==> config.mk <==
export PLATFORM = sky130hd
export DESIGN_NAME = reply_string_watcher
export DESIGN_NICKNAME = d
export VERILOG_FILES = /design/src/design/rsw_pkg.sv /design/src/design/reply_string_watcher.sv
export VERILOG_INCLUDE_DIRS = /design/src /design/src/design
export SDC_FILE = /design/constraint.sdc
export NUM_CORES = 1
export LEC_CHECK = 0
export BUFFER_PORTS_ARGS = -buffer_cell sky130_fd_sc_hd__buf_4
export CAP_MARGIN = 20
export CORE_MARGIN = 1
export CORE_UTILIZATION = 55
export CTS_CLUSTER_DIAMETER = 50
export DETAILED_ROUTE_END_ITERATION = 16
export HOLD_SLACK_MARGIN = 0.1
export PLACE_DENSITY = 0.78
export REMOVE_ABC_BUFFERS = 1
export SLEW_MARGIN = 20
export SYNTH_ARGS = -nofsm -noshare
export SYNTH_HDL_FRONTEND = slang
export SYNTH_SLANG_ARGS = --single-unit
==> constraint.sdc <==
create_clock -name clk -period 12.35 [get_ports clk]
set_clock_uncertainty 0.2 [all_clocks]
set_input_delay 0.6175 -clock clk [delete_from_list [all_inputs] [get_ports clk]]
set_output_delay 0.6175 -clock clk [all_outputs]
set_load 0.05 [all_outputs]
==> src/design/reply_string_watcher_assert.svh <==
// ----------------------------------------------------------------------------
// reply string watcher assertion macros
// Shared shorthand for the concurrent checks of the watcher.
// ----------------------------------------------------------------------------
`ifndef REPLY_STRING_WATCHER_ASSERT_SVH
`define REPLY_STRING_WATCHER_ASSERT_SVH

// condition must hold in the same cycle as the trigger
`define RSW_ASSERT_NOW(label, trig, prop) \
  label: assert property (@(posedge clk) disable iff (rst) (trig) |-> (prop)) \
    else $error("reply_string_watcher: same-cycle check failed");

// condition must hold in the cycle after the trigger
`define RSW_ASSERT_NEXT(label, trig, prop) \
  label: assert property (@(posedge clk) disable iff (rst) (trig) |=> (prop)) \
    else $error("reply_string_watcher: next-cycle check failed");

`endif

==> src/design/rsw_pkg.sv <==
`timescale 1ns / 1ps
// ----------------------------------------------------------------------------
// rsw_pkg
// Types and constants of the reply string watcher.
// ----------------------------------------------------------------------------
package rsw_pkg;

  // wait phase, also reported as status
  typedef enum logic [2:0] {
    PH_IDLE    = 3'd0,
    PH_WAIT    = 3'd1,
    PH_DRAIN   = 3'd2,
    PH_OK      = 3'd3,
    PH_TIMEOUT = 3'd4,
    PH_FULL    = 3'd5
  } phase_t;

  // operation codes of an input beat
  typedef enum logic [1:0] {
    OP_START = 2'd0,
    OP_BYTE  = 2'd1,
    OP_POLL  = 2'd2
  } op_t;

  // configuration register indexes
  typedef enum logic [1:0] {
    REG_PATTERN = 2'd0,
    REG_LENGTH  = 2'd1,
    REG_TIMEOUT = 2'd2
  } reg_index_t;

  localparam int CFG_DATA_W   = 64;
  localparam int LENGTH_W     = 4;
  localparam int TIMEOUT_W    = 16;
  localparam int COUNT_OUT_W  = 6;
  localparam int ELAPSED_W    = 17;

  localparam logic [7:0]           NEWLINE       = 8'h0A;
  localparam logic [ELAPSED_W-1:0] WAIT_STEP_MS  = 17'd4;
  localparam logic [ELAPSED_W-1:0] DRAIN_STEP_MS = 17'd2;

  // one result beat, status in the low bits
  typedef struct packed {
    logic [ELAPSED_W-1:0]   elapsed_ms;
    logic [COUNT_OUT_W-1:0] stored_count;
    phase_t                 status;
  } result_t;

endpackage

==> src/design/reply_string_watcher.sv <==
`timescale 1ns / 1ps
// ----------------------------------------------------------------------------
// reply_string_watcher
// Watches received bytes for an expected reply string, with a poll timeout.
// ----------------------------------------------------------------------------
// The watcher takes one beat per clock cycle while s_tready is high and returns
// exactly one result beat for each accepted beat. The whole update of a beat (the
// counters, the shift of the receive window and the compare of the window
// against the pattern at every possible length) is combinational between
// the state registers and the result register. A two-slot output stage
// (result register plus skid register) lets the input keep flowing for one
// beat while the downstream side stalls; s_tready drops only when both slots
// are full. No clearing pass is needed after reset.
`include "reply_string_watcher_assert.svh"

module reply_string_watcher #(
  parameter int STORE_DEPTH = 64,
  parameter int PATTERN_MAX = 8
) (
  input  logic        clk,
  input  logic        rst,
  // input beats
  input  logic        s_tvalid,
  output logic        s_tready,
  input  logic [7:0]  s_tdata,   // [7:0] data_byte
  input  logic [1:0]  s_tuser,   // [1:0] operation
  // result beats
  output logic        m_tvalid,
  input  logic        m_tready,
  output logic [31:0] m_tdata,   // [2:0] status, [8:3] stored_count, [25:9] elapsed_ms
  // configuration writes
  input  logic        cfg_write,
  input  rsw_pkg::reg_index_t cfg_index,
  input  logic [rsw_pkg::CFG_DATA_W-1:0] cfg_data
);
  import rsw_pkg::*;

  localparam int CNT_W = $clog2(STORE_DEPTH);
  localparam int PAT_W = 8 * PATTERN_MAX;
  localparam int SEL_W = $clog2(PATTERN_MAX + 1);
  localparam logic [CNT_W-1:0]    CNT_LIMIT = CNT_W'(STORE_DEPTH - 1);
  localparam logic [LENGTH_W-1:0] LEN_LIMIT = LENGTH_W'(PATTERN_MAX);

  // configuration registers
  logic [PAT_W-1:0]     reply_pattern;
  logic [LENGTH_W-1:0]  reply_length;
  logic [TIMEOUT_W-1:0] timeout_ms;

  // wait state
  phase_t               phase, phase_next;
  logic [CNT_W-1:0]     byte_count, byte_count_next;
  logic [ELAPSED_W-1:0] elapsed_time, elapsed_time_next;
  logic [PAT_W-1:0]     recent_window, recent_window_next;
  logic                 zero_seen, zero_seen_next;

  // output stage
  logic    out_valid, skid_valid;
  result_t out_data, skid_data, result_next;

  // match path
  logic [PAT_W-1:0]     window_shift;
  logic [CNT_W-1:0]     count_inc;
  logic                 zero_new;
  logic [LENGTH_W-1:0]  len_clamped;
  logic [SEL_W-1:0]     len_sel;
  logic [PATTERN_MAX:0] hit_len;
  logic                 hit;
  logic [ELAPSED_W-1:0] elapsed_wait, elapsed_drain;

  logic accept;
  op_t  op;

  assign op       = op_t'(s_tuser);
  assign s_tready = !skid_valid;
  assign accept   = s_tvalid && s_tready;
  assign m_tvalid = out_valid;
  assign m_tdata  = {6'd0, out_data};

  // configuration write port
  always_ff @(posedge clk) begin
    if (rst) begin
      reply_pattern <= '0;
      reply_length  <= '0;
      timeout_ms    <= '0;
    end else if (cfg_write) begin
      unique case (cfg_index)
        REG_PATTERN: reply_pattern <= cfg_data[PAT_W-1:0];
        REG_LENGTH:  reply_length  <= cfg_data[LENGTH_W-1:0];
        REG_TIMEOUT: timeout_ms    <= cfg_data[TIMEOUT_W-1:0];
        default:     ;
      endcase
    end
  end

  // window after taking the received byte, compared at every length
  always_comb begin
    logic ok;
    window_shift = {recent_window[PAT_W-9:0], s_tdata};
    count_inc    = byte_count + 1'b1;
    zero_new     = zero_seen || (s_tdata == 8'd0);
    len_clamped  = (reply_length > LEN_LIMIT) ? LEN_LIMIT : reply_length;
    len_sel      = SEL_W'(len_clamped);
    hit_len[0]   = 1'b1;
    for (int l = 1; l <= PATTERN_MAX; l++) begin
      ok = 1'b1;
      for (int i = 0; i < l; i++) begin
        ok = ok && (reply_pattern[8*i +: 8] == window_shift[8*(l-1-i) +: 8]);
      end
      hit_len[l] = ok;
    end
    hit = (len_clamped == '0) ||
          (!zero_new && (32'(count_inc) >= 32'(len_clamped)) && hit_len[len_sel]);
  end

  assign elapsed_wait  = elapsed_time + WAIT_STEP_MS;
  assign elapsed_drain = elapsed_time + DRAIN_STEP_MS;

  // next state of the wait
  always_comb begin
    phase_next         = phase;
    byte_count_next    = byte_count;
    elapsed_time_next  = elapsed_time;
    recent_window_next = recent_window;
    zero_seen_next     = zero_seen;
    unique case (op)
      OP_START: begin
        phase_next         = PH_WAIT;
        byte_count_next    = '0;
        elapsed_time_next  = '0;
        recent_window_next = '0;
        zero_seen_next     = 1'b0;
      end
      OP_BYTE: begin
        if (phase == PH_WAIT) begin
          byte_count_next    = count_inc;
          recent_window_next = window_shift;
          zero_seen_next     = zero_new;
          if (hit) begin
            phase_next = (s_tdata == NEWLINE) ? PH_OK : PH_DRAIN;
          end else if (count_inc >= CNT_LIMIT) begin
            phase_next = PH_FULL;
          end
        end else if (phase == PH_DRAIN) begin
          if (byte_count < CNT_LIMIT) begin
            byte_count_next = count_inc;
          end
          if (s_tdata == NEWLINE) begin
            phase_next = PH_OK;
          end
        end
      end
      OP_POLL: begin
        if (phase == PH_WAIT) begin
          elapsed_time_next = elapsed_wait;
          if (elapsed_wait > ELAPSED_W'(timeout_ms)) begin
            phase_next = PH_TIMEOUT;
          end
        end else if (phase == PH_DRAIN) begin
          elapsed_time_next = elapsed_drain;
          if (elapsed_drain > ELAPSED_W'(timeout_ms)) begin
            phase_next = PH_OK;
          end
        end
      end
      default: ;
    endcase
    result_next.elapsed_ms   = elapsed_time_next;
    result_next.stored_count = COUNT_OUT_W'(byte_count_next);
    result_next.status       = phase_next;
  end

  // state registers, updated on each accepted beat
  always_ff @(posedge clk) begin
    if (rst) begin
      phase         <= PH_IDLE;
      byte_count    <= '0;
      elapsed_time  <= '0;
      recent_window <= '0;
      zero_seen     <= 1'b0;
    end else if (accept) begin
      phase         <= phase_next;
      byte_count    <= byte_count_next;
      elapsed_time  <= elapsed_time_next;
      recent_window <= recent_window_next;
      zero_seen     <= zero_seen_next;
    end
  end

  // result register and skid slot
  always_ff @(posedge clk) begin
    if (rst) begin
      out_valid  <= 1'b0;
      skid_valid <= 1'b0;
    end else if (accept) begin
      if (out_valid && !m_tready) begin
        skid_valid <= 1'b1;
      end else begin
        out_valid <= 1'b1;
      end
    end else if (m_tready) begin
      out_valid  <= skid_valid;
      skid_valid <= 1'b0;
    end
  end

  // payload of the output stage
  always_ff @(posedge clk) begin
    if (accept) begin
      if (out_valid && !m_tready) begin
        skid_data <= result_next;
      end else begin
        out_data <= result_next;
      end
    end else if (m_tready && skid_valid) begin
      out_data <= skid_data;
    end
  end

  // checks
  `RSW_ASSERT_NOW(a_skid_behind_out, skid_valid, out_valid)
  `RSW_ASSERT_NEXT(a_stall_fills_skid, accept && out_valid && !m_tready, skid_valid)
  `RSW_ASSERT_NOW(a_wait_below_limit, phase == PH_WAIT, byte_count < CNT_LIMIT)
  `RSW_ASSERT_NOW(a_count_in_range, 1'b1, byte_count <= CNT_LIMIT)

endmodule

=== Word level (Yosys, flattened, before mapping) ===
Index checks and enable logic that the tools add are counted.

* Register bits: 221
* Input port bits: 81
* Output and inout bits: 34
* Logic and storage cells: 159

* Add/subtract/negate cells: 3
* $lt $le $gt $ge: 7
* Eq/ne operators: 46
* Multiplexer cells: 34
* Reduce and logical (&&, ||, !) cells: 53

{| class="wikitable"
|+ Operators with widths
! kind !! count
|-
| $eq 8x8->1 || 36
|-
| $pmux 56 s2 || 1
|-
| $mux 26 || 3
|-
| $mux 56 || 1
|-
| $gt 17x16->1 || 2
|-
| $mux 17 || 2
|-
| $pmux 17 s2 || 1
|-
| $logic_and 1x1->1 || 33
|-
| $mux 3 || 9
|-
| $mux 6 || 3
|-
| $add 17x2->17 const B || 1
|-
| $add 17x3->17 const B || 1
|-
| $reduce_and 2->1 || 7
|-
| $pmux 6 s2 || 1
|-
| $mux 1 || 9
|-
| $pmux 3 s3 || 1
|-
| $eq 8x4->1 const B || 1
|-
| $logic_not 8->1 || 1
|-
| $add 6x1->6 const B || 1
|-
| $ge 6x4->1 || 1
|-
| $ge 6x6->1 const B || 1
|-
| $lt 6x6->1 const B || 1
|-
| $reduce_bool 2->1 || 3
|-
| $lt 4x5->1 const B || 1
|-
| 15 further kinds || 22
|}

=== Logic depth before layout (Yosys ltp) ===
Gate-level depths: netlist (run 1).

* Depth after elaboration: 17
* Gate-level depth with buffers: 15
* Depth with buffers taken out: 15

=== Least setup slack after synthesis (run 1) ===
Ideal clock, no wire load.

* Path kind: register to register
* Start point: register elapsed_time[2]
* End point: register out_data (netlist bit m_tdata[0]), data pin
* Setup time: 0.268 ns
* Data arrival time: 3.474 ns
* Required time: 11.882 ns
* Path slack: 8.408 ns
* Cell stages (with the launch flop): 16
* Path buffers: 0
* Period minus slack after synthesis: 3.942 ns
* Cell sequence: dfxtp_1 -> ha_1 -> and4_1 -> nand2_1 -> nor2_1 -> nand4_1 -> xnor2_1 -> ha_1 -> nand4_1 -> or2_2 -> or4_1 -> and2_1 -> a222oi_1 -> nor3_1 -> mux2i_1 -> o31ai_1

* Cells in the longest elaborated chain, start to end: 8
* Elaborated cells on any way between the ends: 11
* Classes of those cells: add/sub: 2; order compare: 2; mux: 7

{| class="wikitable"
|+ RTL lines
! item !! RTL line !! RTL
|-
| start, declared || reply_string_watcher.sv:52 || <nowiki>logic [ELAPSED_W-1:0] elapsed_time, elapsed_time_next;</nowiki>
|-
| start signal, assigned || reply_string_watcher.sv:183 || <nowiki>elapsed_time <= elapsed_time_next;</nowiki>
|-
| $add 17x2->17 || reply_string_watcher.sv:116 || <nowiki>assign elapsed_drain = elapsed_time + DRAIN_STEP_MS;</nowiki>
|-
| $gt 17x16->1 || reply_string_watcher.sv:160 || <nowiki>if (elapsed_drain > ELAPSED_W'(timeout_ms)) begin</nowiki>
|-
| $mux 3 || reply_string_watcher.sv:160 ||
|-
| $mux 3 || reply_string_watcher.sv:158 || <nowiki>end else if (phase == PH_DRAIN) begin</nowiki>
|-
| $mux 3 * || reply_string_watcher.sv:153 || <nowiki>if (phase == PH_WAIT) begin</nowiki>
|-
| $pmux 3 s3 * || reply_string_watcher.sv:125 || <nowiki>unique case (op)</nowiki>
|-
| $mux 26 * || reply_string_watcher.sv:209 || <nowiki>if (out_valid && !m_tready) begin</nowiki>
|-
| $mux 26 * || reply_string_watcher.sv:208 || <nowiki>if (accept) begin</nowiki>
|-
| end signal, assigned || reply_string_watcher.sv:212 || <nowiki>out_data <= result_next;</nowiki>
|-
| end signal, assigned || reply_string_watcher.sv:215 || <nowiki>out_data <= skid_data;</nowiki>
|-
| end, declared || reply_string_watcher.sv:58 || <nowiki>result_t out_data, skid_data, result_next;</nowiki>
|}

Every way passes the cells marked *; elsewhere a longest branch is shown, timed or not. The select of a mux whose other input is x is not followed.
A chain may end at the register's enable or synchronous reset.

=== Final worst setup path (run 1) ===
Same ends and word-level chain as after synthesis.

==> out/results.ini, run 1 <==
[route]
vias_per_cell=5.93
drt_iter0_drc=1030
wl_per_cell_um=21.6
ant_nets=0
post-route-drc-count=0
wl_mm=43.6
dr.pass1.iters=5
vias=11900

[placed_design]
io_buffer_count=108
dpl-instance-area_um2=14200
hpwl_mm=30.8
place.gp.congestion=1.04
dp_cells=1951

[final_layout]
stdcell_count=2014
final_nets=1792
syn_to_final_growth_pct=11.8
nFillCells=2102
layout-drive-gt1-share_pct=10.7
diodes=0
fin_area_um2=15200
seqCellArea_um2=4940
multiInputGateArea_um2=7780

[cts]
cts.sinks=221
max-clock-path-buffers=3
clock-root-buffer=clkbuf_16
clkLatencyLatePin_ns=0.55
clk_pin_slew_ns=0.06
htreeDepth=1
cts_buffers=27
cts_tree=built

[critical_path]
arrival_ns=4.63
rr_startpoint=elapsed_time[2]$_SDFFE_PP0P_
cp-end-kind=flop
worstRegToRegCells=15
criticalPathCategory=reg2reg
required_ns=12.44
worstPathMaxFanout=7
ff2ff_setup_slack_ns=7.82
cp-start-kind=flop
r2r_end=m_tdata[0]$_DFFE_PP_

[hold_path]
holdPathEnd=reply_pattern[57]$_SDFFE_PP0P_
hold_start=cfg_data[57]
hold_path_class=in2reg
worstHoldPathCells=3

[pwr]
sw_frac_of_total_pct=28.6
clkPwrFrac_pct=42.0
seq_power_share_pct=42.5
combPwrFrac_pct=15.5
power.leakage_nw=5.65
max-vdd-ir-drop_mv=0.112
intPower_w=0.00136
powerDensity_nw_per_um2=125
switching_power_w=0.000544

[floorplan]
rows=57
die_w_um=159
core_area_um2=24300
design.die.area_um2=25400
fp.dieH_um=159
ios=115
start_util_pct=56.0

[sta]
setup_tns_ns=0
fin_crit_ns=4.53
worst_pin_slew_ns=1.08
drv_slew=0
fin_crit_sh_pct=36.7
finalSetupViolCount=0
fmax_ghz=0.221
final-hold-violation-count=0
maxSlewHeadroom_pct=27.4
grt_setup_unrepaired=no

[grt]
grt_use_total_pct=34.0
overflow=0
grt_pass1_vias=11400
antenna_found_initial=0
grt_pass1_wl_mm=66.9
grt_max_degree=68

[synth]
avgSynthCellArea_um2=8.12
ys_warn_count=0
synthDistinctLibCells=69
synthArstFlopShare_pct=0
synthCells=1677
ys_ff_latch=221
synth_edf_count=52
synth_area_um2=13600
ys_seq_area_share_pct=36.3
ys.flop_type=dfxtp_1

[status]
status=finished, final reports clean

[run]
cap_violations=0

[cell families (layout without fill, tap and decap cells)]
| group | after synthesis | after routing | share of synthesized area (%) |
|---|---|---|---|
| XOR/XNOR | 309 | 309 | 19.9 |
| other | 1 | 6 | 0.0275 |
| AND/OR/NAND/NOR | 604 | 604 | 20.8 |
| flip-flops | 221 | 221 | 36.3 |
| AO/OA/AOI/OAI | 282 | 282 | 12.0 |
| multiplexers | 6 | 6 | 0.450 |
| adder cells (fa/ha/maj) | 39 | 39 | 3.58 |
| buffers and inverters | 215 | 223 | 6.98 |
[per-stage QoR]
step / utilization (%) / hold slack (ns) / total power [W] / worst slack, ns
floorplan: - / 0.230 / 0.000992 / 7.74
global placement: 58.2 / 0.244 / 0.00111 / 7.98
detailed placement: 58.2 / 0.253 / 0.00111 / 7.91
CTS: 62.6 / 0.100 / 0.00191 / 7.85
finish: 62.6 / 0.112 / 0.00190 / 7.82
global route: 62.6 / 0.111 / 0.00197 / 7.60
[Yosys cell counts (3+ instances only)]
cell type	n	area share [%]
edfxtp_1	52	11
a21o_1	7	0.39
buf_4	13	0.72
a31oi_1	4	0.18
buf_2	60	2.2
a211oi_1	6	0.33
and2_1	4	0.18
xnor2_1	211	14
o31ai_1	9	0.50
ha_1	39	3.6
inv_1	42	1.2
o22ai_1	12	0.55
nor2b_1	4	0.18
nand4_1	61	2.8
a221oi_1	3	0.19
nor2_1	106	2.9
dfxtp_1	169	25
a2111oi_0	3	0.19
o21a_1	5	0.28
nand3_1	79	2.9
o211ai_1	4	0.22
xor2_1	98	6.3
clkbuf_1	86	2.4
clkbuf_2	4	0.15
nand2_1	259	7.1
o211a_1	3	0.22
o41ai_1	3	0.19
a21oi_1	160	5.9
o21ai_1	5	0.18
mux2i_1	5	0.37
nor3_1	18	0.66
and4_1	5	0.32
buf_1	8	0.22
o21ai_0	36	1.3
nand2b_1	9	0.41
a22oi_1	4	0.22
and3_1	4	0.18
a22o_1	3	0.19
nor4_1	33	1.5
[registers in the layout, summed over array words and instances, names as in the netlist]
register,count
skid_data,26
recent_window,56
skid_valid,1
elapsed_time,17
reply_length,4
m_tdata,26
timeout_ms,16
zero_seen,1
m_tvalid,1
reply_pattern,64
phase,3
byte_count,6
[per-layer routing]
| metal | vias up | global-route usage [%] | share of wire [%] |
|---|---|---|---|
| met2 | 534 | 57.0 | 48 |
| met3 | 122 | 4.35 | 6.8 |
| li1 | 5656 | - | - |
| met1 | 5626 | 42.9 | 40 |
| met4 | 0 | 17.6 | 5.2 |
| met5 | - | 0 | 0 |
[power by group through the flow]
stage | combinational [W] | clock (W) | sequential [W]
3_3_place_gp | 0.000285 | 0 | 0.000822
4_1_cts | 0.000293 | 0.000811 | 0.000807
3_5_place_dp | 0.000287 | 0 | 0.000822
6_report | 0.000295 | 0.000801 | 0.000808
5_1_grt | 0.000319 | 0.000839 | 0.000810
2_1_floorplan | 0.000155 | 0 | 0.000837
[timing repair]
action / 4_1_cts / 5_1_grt
hold buffers: 16 / 0
gates resized for setup: 0 / 0
setup buffers: 0 / 0
setup endpoints to repair: 0 / 0
endpoints found under the hold margin: 16 / 0
[worst max-delay path: stages (launching register included)]
cell and delay (ns):
dfxtp_1 0.46, ha_1 0.34, and4_1 0.39, nand2_1 0.17, nor2_1 0.36, nand4_1 0.16
xnor2_1 0.17, ha_1 0.30, nand4_1 0.07, or2_2 0.32, or4_1 0.56, and2_1 0.18
a222oi_1 0.23, nor3_1 0.14, mux2i_1 0.15, o31ai_1 0.09
[how the worst max path moves through the flow]
stage                                            start                       endpoint  depth (start not counted)
final                     elapsed_time[2]$_SDFFE_PP0P_           m_tdata[0]$_DFFE_PP_                         15
after floorplan                           cfg_index[1]  reply_pattern[0]$_SDFFE_PP0P_                          3
after CTS                 elapsed_time[2]$_SDFFE_PP0P_           m_tdata[0]$_DFFE_PP_                         15
after global routing      elapsed_time[2]$_SDFFE_PP0P_           m_tdata[0]$_DFFE_PP_                         15
after global placement    elapsed_time[2]$_SDFFE_PP0P_           m_tdata[0]$_DFFE_PP_                         15
after detailed placement  elapsed_time[2]$_SDFFE_PP0P_           m_tdata[0]$_DFFE_PP_                         15
[final cells by class]
type | count | share of cell area [%]
Timing Repair Buffer | 134 | 6.87
Clock buffer | 37 | 5.01
Clock inverter | 10 | 0.936
Inverter | 42 | 1.03
Sequential cell | 221 | 32.5
Multi-Input combinational cell | 1246 | 51.0
Tap cell | 324 | 2.66
[layout by cell type, fill, tap and decap left out, types with 42 or more instances in the layout]
cell	instances
nand3_1	78
inv_1	42
a21oi_1	160
nand2_1	259
xor2_1	98
nand4_1	61
nor2_1	105
dfxtp_1	169
buf_4	118
edfxtp_1	52
xnor2_1	211
Power figures use the tool's default switching activity.
==> run 2: changes to the inputs <==
--- a/config.mk
+++ b/config.mk
@@ -6,6 +6,7 @@
 export SDC_FILE = /design/constraint.sdc
 export NUM_CORES = 1
 export LEC_CHECK = 0
+export ABC_AREA = 1
 export BUFFER_PORTS_ARGS = -buffer_cell sky130_fd_sc_hd__buf_4
 export CAP_MARGIN = 20
 export CORE_MARGIN = 1
==> constraint.sdc (replaced) <==
create_clock -name clk -period 4.4 [get_ports clk]
set_clock_uncertainty 0.2 [all_clocks]
set_input_delay 0.22 -clock clk [delete_from_list [all_inputs] [get_ports clk]]
set_output_delay 0.22 -clock clk [all_outputs]
set_load 0.05 [all_outputs]
==> run 2 against run 1 <==
Against the previous run: power grew to 3.1 times the previous value; wire length grew 37%; critical path depth grew 5; via count grew 31%; area after synthesis grew 4.9%; non-clock buffer count grew 89; worst setup slack lost 7.1 ns; sequential cell count is the same; clock power grew to 3.0 times the previous value; first-iteration DRC count grew 120%; synthesized cell count grew 27%; highest routed layer is now met5.
==> out/results.ini, run 2 <==
[status]
status=finished, final reports clean

[synth]
yosys-top-cells-count=nand2_1 (620), nor2_1 (227), o21ai_0 (191)
synth_most_common_cell=nand2_1
ys_warn_count=0
yosysTopAreaCell=dfxtp_1
ys_seq_area_share_pct=34.6
ys_ff_latch=221
synth_area_um2=14300
synthArstFlopShare_pct=0
synth_edf_count=52
synthDistinctLibCells=50
synthCells=2126
avgSynthCellArea_um2=6.72
synth_area_leaders=dfxtp_1 (24%), nand2_1 (16%), edfxtp_1 (11%)
synth_top_area_share_pct=23.7
ys.flop_type=dfxtp_1

[placed_design]
place.gp.congestion=1.05
post-place-ws_ns=0.739
io_buffer_count=108
dp_cells=2451
hpwl_mm=41.9

[grt]
antenna_found_initial=1
grt_pass1_wl_mm=88.0
grt_use_total_pct=44.6
grt_pass1_vias=14400
grt_max_degree=101
overflow=0

[critical_path]
worstRegToRegCells=20
arrival_ns=3.85
path_common_cell=nand2_1
cp-start-kind=flop
rr_startpoint=elapsed_time[3]$_SDFFE_PP0P_
cp-end-kind=flop
required_ns=4.52
max_stage_delay_ns=0.44
criticalPathCategory=reg2reg
r2r_end=m_tdata[0]$_DFFE_PP_
cpMaxStageDelayCell=dfxtp_1
ff2ff_setup_slack_ns=0.67
worstPathMaxFanout=6
crit_start=elapsed_time[3]$_SDFFE_PP0P_
worstPathCellList=ha_1, nand2_1, nor2_4, inv_2, nor3_4, nand3_1, xor2_1, inv_2, ha_1, nand2_1, nor3_1, nand2_1, nand2_1, nand2_1, a21oi_1, nor2_1, a21oi_1, nand2_2, nand2_2, nand2_1

[cts]
htreeDepth=1
clkLatencyLatePin_ns=0.57
max-clock-path-buffers=3
cts.sinks=221
hold_buffers=100
clock-root-buffer=clkbuf_16
cts_resized=0
clk_pin_slew_ns=0.06
cts_buffers=29
cts_setup_buffers=0
cts_tree=built

[final_layout]
multiInputGateArea_um2=7960
diodes=0
final_nets=2372
seqCellArea_um2=4940
stdcell_count=2605
top_register=reply_pattern
largest_register_ffs=64
largest_registers=reply_pattern (64), recent_window (56)
final_common_cell=nand2_1
final_cell_mix=nand2_1 (620), nor2_1 (225), o21ai_0 (190), a21oi_1 (174), dfxtp_1 (169)
nFillCells=2163
post-route-util_pct=66.9
layout-drive-gt1-share_pct=10.5
syn_to_final_growth_pct=18.5

[floorplan]
fp.dieH_um=163
die_w_um=163
ios=115
rows=58
design.die.area_um2=26600
core_area_um2=25300
start_util_pct=56.4

[sta]
maxSlewHeadroom_pct=28.9
setup_ws_ns=0.673
hold_ws_ns=0.163
fin_crit_ns=3.73
fin_crit_sh_pct=84.7
worst_pin_slew_ns=1.07
fmax_ghz=0.268
drv_slew=0
grt_setup_unrepaired=no
final-hold-violation-count=0
finalSetupViolCount=0

[hold_path]
worstHoldPathCells=5
holdPathEnd=elapsed_time[16]$_SDFFE_PP0P_
hold_start=s_tvalid
hold_path_class=in2reg

[route]
vias=15600
wl_per_cell_um=22.9
wl_mm=59.7
dr.pass1.iters=6
ant_nets=0
vias_per_cell=5.99
post-route-drc-count=0
drt_iter0_drc=2280

[pwr]
power.leakage_nw=7.47
powerDensity_nw_per_um2=350
max-vdd-ir-drop_mv=0.415

[run]
cap_violations=0

## run 2: cell types whose count changed after synthesis, moves of 25 or more
cell and delta:
nand2_1 +361, o21ai_0 +155, xnor2_1 -138, inv_1 +122, nor2_1 +121, nand3_1 -42
a211oi_1 +40, xor2_1 -40, nand4_1 -39, inv_2 +35, nor4_1 -32, buf_2 -29
clkbuf_1 -29, buf_4 +25
## run 2: logic make-up (layout without fill, tap and decap cells)
group           count (synthesis)  after routing  share of synthesized area, %
buf+inv                       333            477                          10.0
xor+xnor                      131            131                          8.03
compound gates                457            457                          17.6
fa+ha+maj                      39             39                          3.41
other cells                     1              6                        0.0262
simple gates                  944            944                          26.3
flops                         221            221                          34.6
## run 2: power by group
part	switching (W)	internal, W
Combinational	0.000785	0.000412
Sequential	0.000162	0.00218
Clock	0.00102	0.00137
Total	0.00196	0.00396
## run 2: per-stage QoR
| stage | total power [W] | cell area (µm²) | TNS [ns] |
|---|---|---|---|
| 2_1_floorplan | 0.00298 | 13600 | -163.21 |
| 3_3_place_gp | 0.00342 | 15000 | 0 |
| 3_5_place_dp | 0.00343 | 15000 | 0 |
| 4_1_cts | 0.00584 | 16900 | 0 |
| 5_1_grt | 0.00606 | 16900 | 0 |
| 6_report | 0.00592 | 16900 | 0 |
## run 2: cell type report
class	instances	area share (%)
Sequential cell	221	29.2
Clock buffer	35	4.48
Clock inverter	19	1.12
Multi-Input combinational cell	1577	47.0
Tap cell	330	2.44
Timing Repair Buffer	223	11.4
Inverter	200	4.44
## run 2: worst max-delay path by stage
stage | cells after the start | slack (ns) | to
after CTS | 20 | 0.72 | m_tdata[0]$_DFFE_PP_
after global routing | 20 | 0.32 | m_tdata[0]$_DFFE_PP_
final | 20 | 0.67 | m_tdata[0]$_DFFE_PP_
after global placement | 20 | 0.81 | m_tdata[0]$_DFFE_PP_
after floorplan | 8 | -3.65 | recent_window[16]$_SDFFE_PP0P_
after detailed placement | 20 | 0.74 | m_tdata[0]$_DFFE_PP_
## run 2: routing by layer
metal  GRT usage [%]  share of wire, %  vias to the layer above
li1                -                 -                     7106
met1            62.1                41                     7169
met2            65.3                41                     1143
met3            12.3                14                      179
met4            16.0               3.9                        2
met5               0             0.020                        -
## run 2: critical path, delay by kind of cell, from the launching register on
family                   cells  cell delay [ns]
XOR/XNOR                     1             0.21
AND/OR/NAND/NOR             13             1.60
buffers and inverters        2             0.14
adder cells (fa/ha/maj)      2             0.54
AO/OA/AOI/OAI                2             0.34
flip-flops                   1             0.44
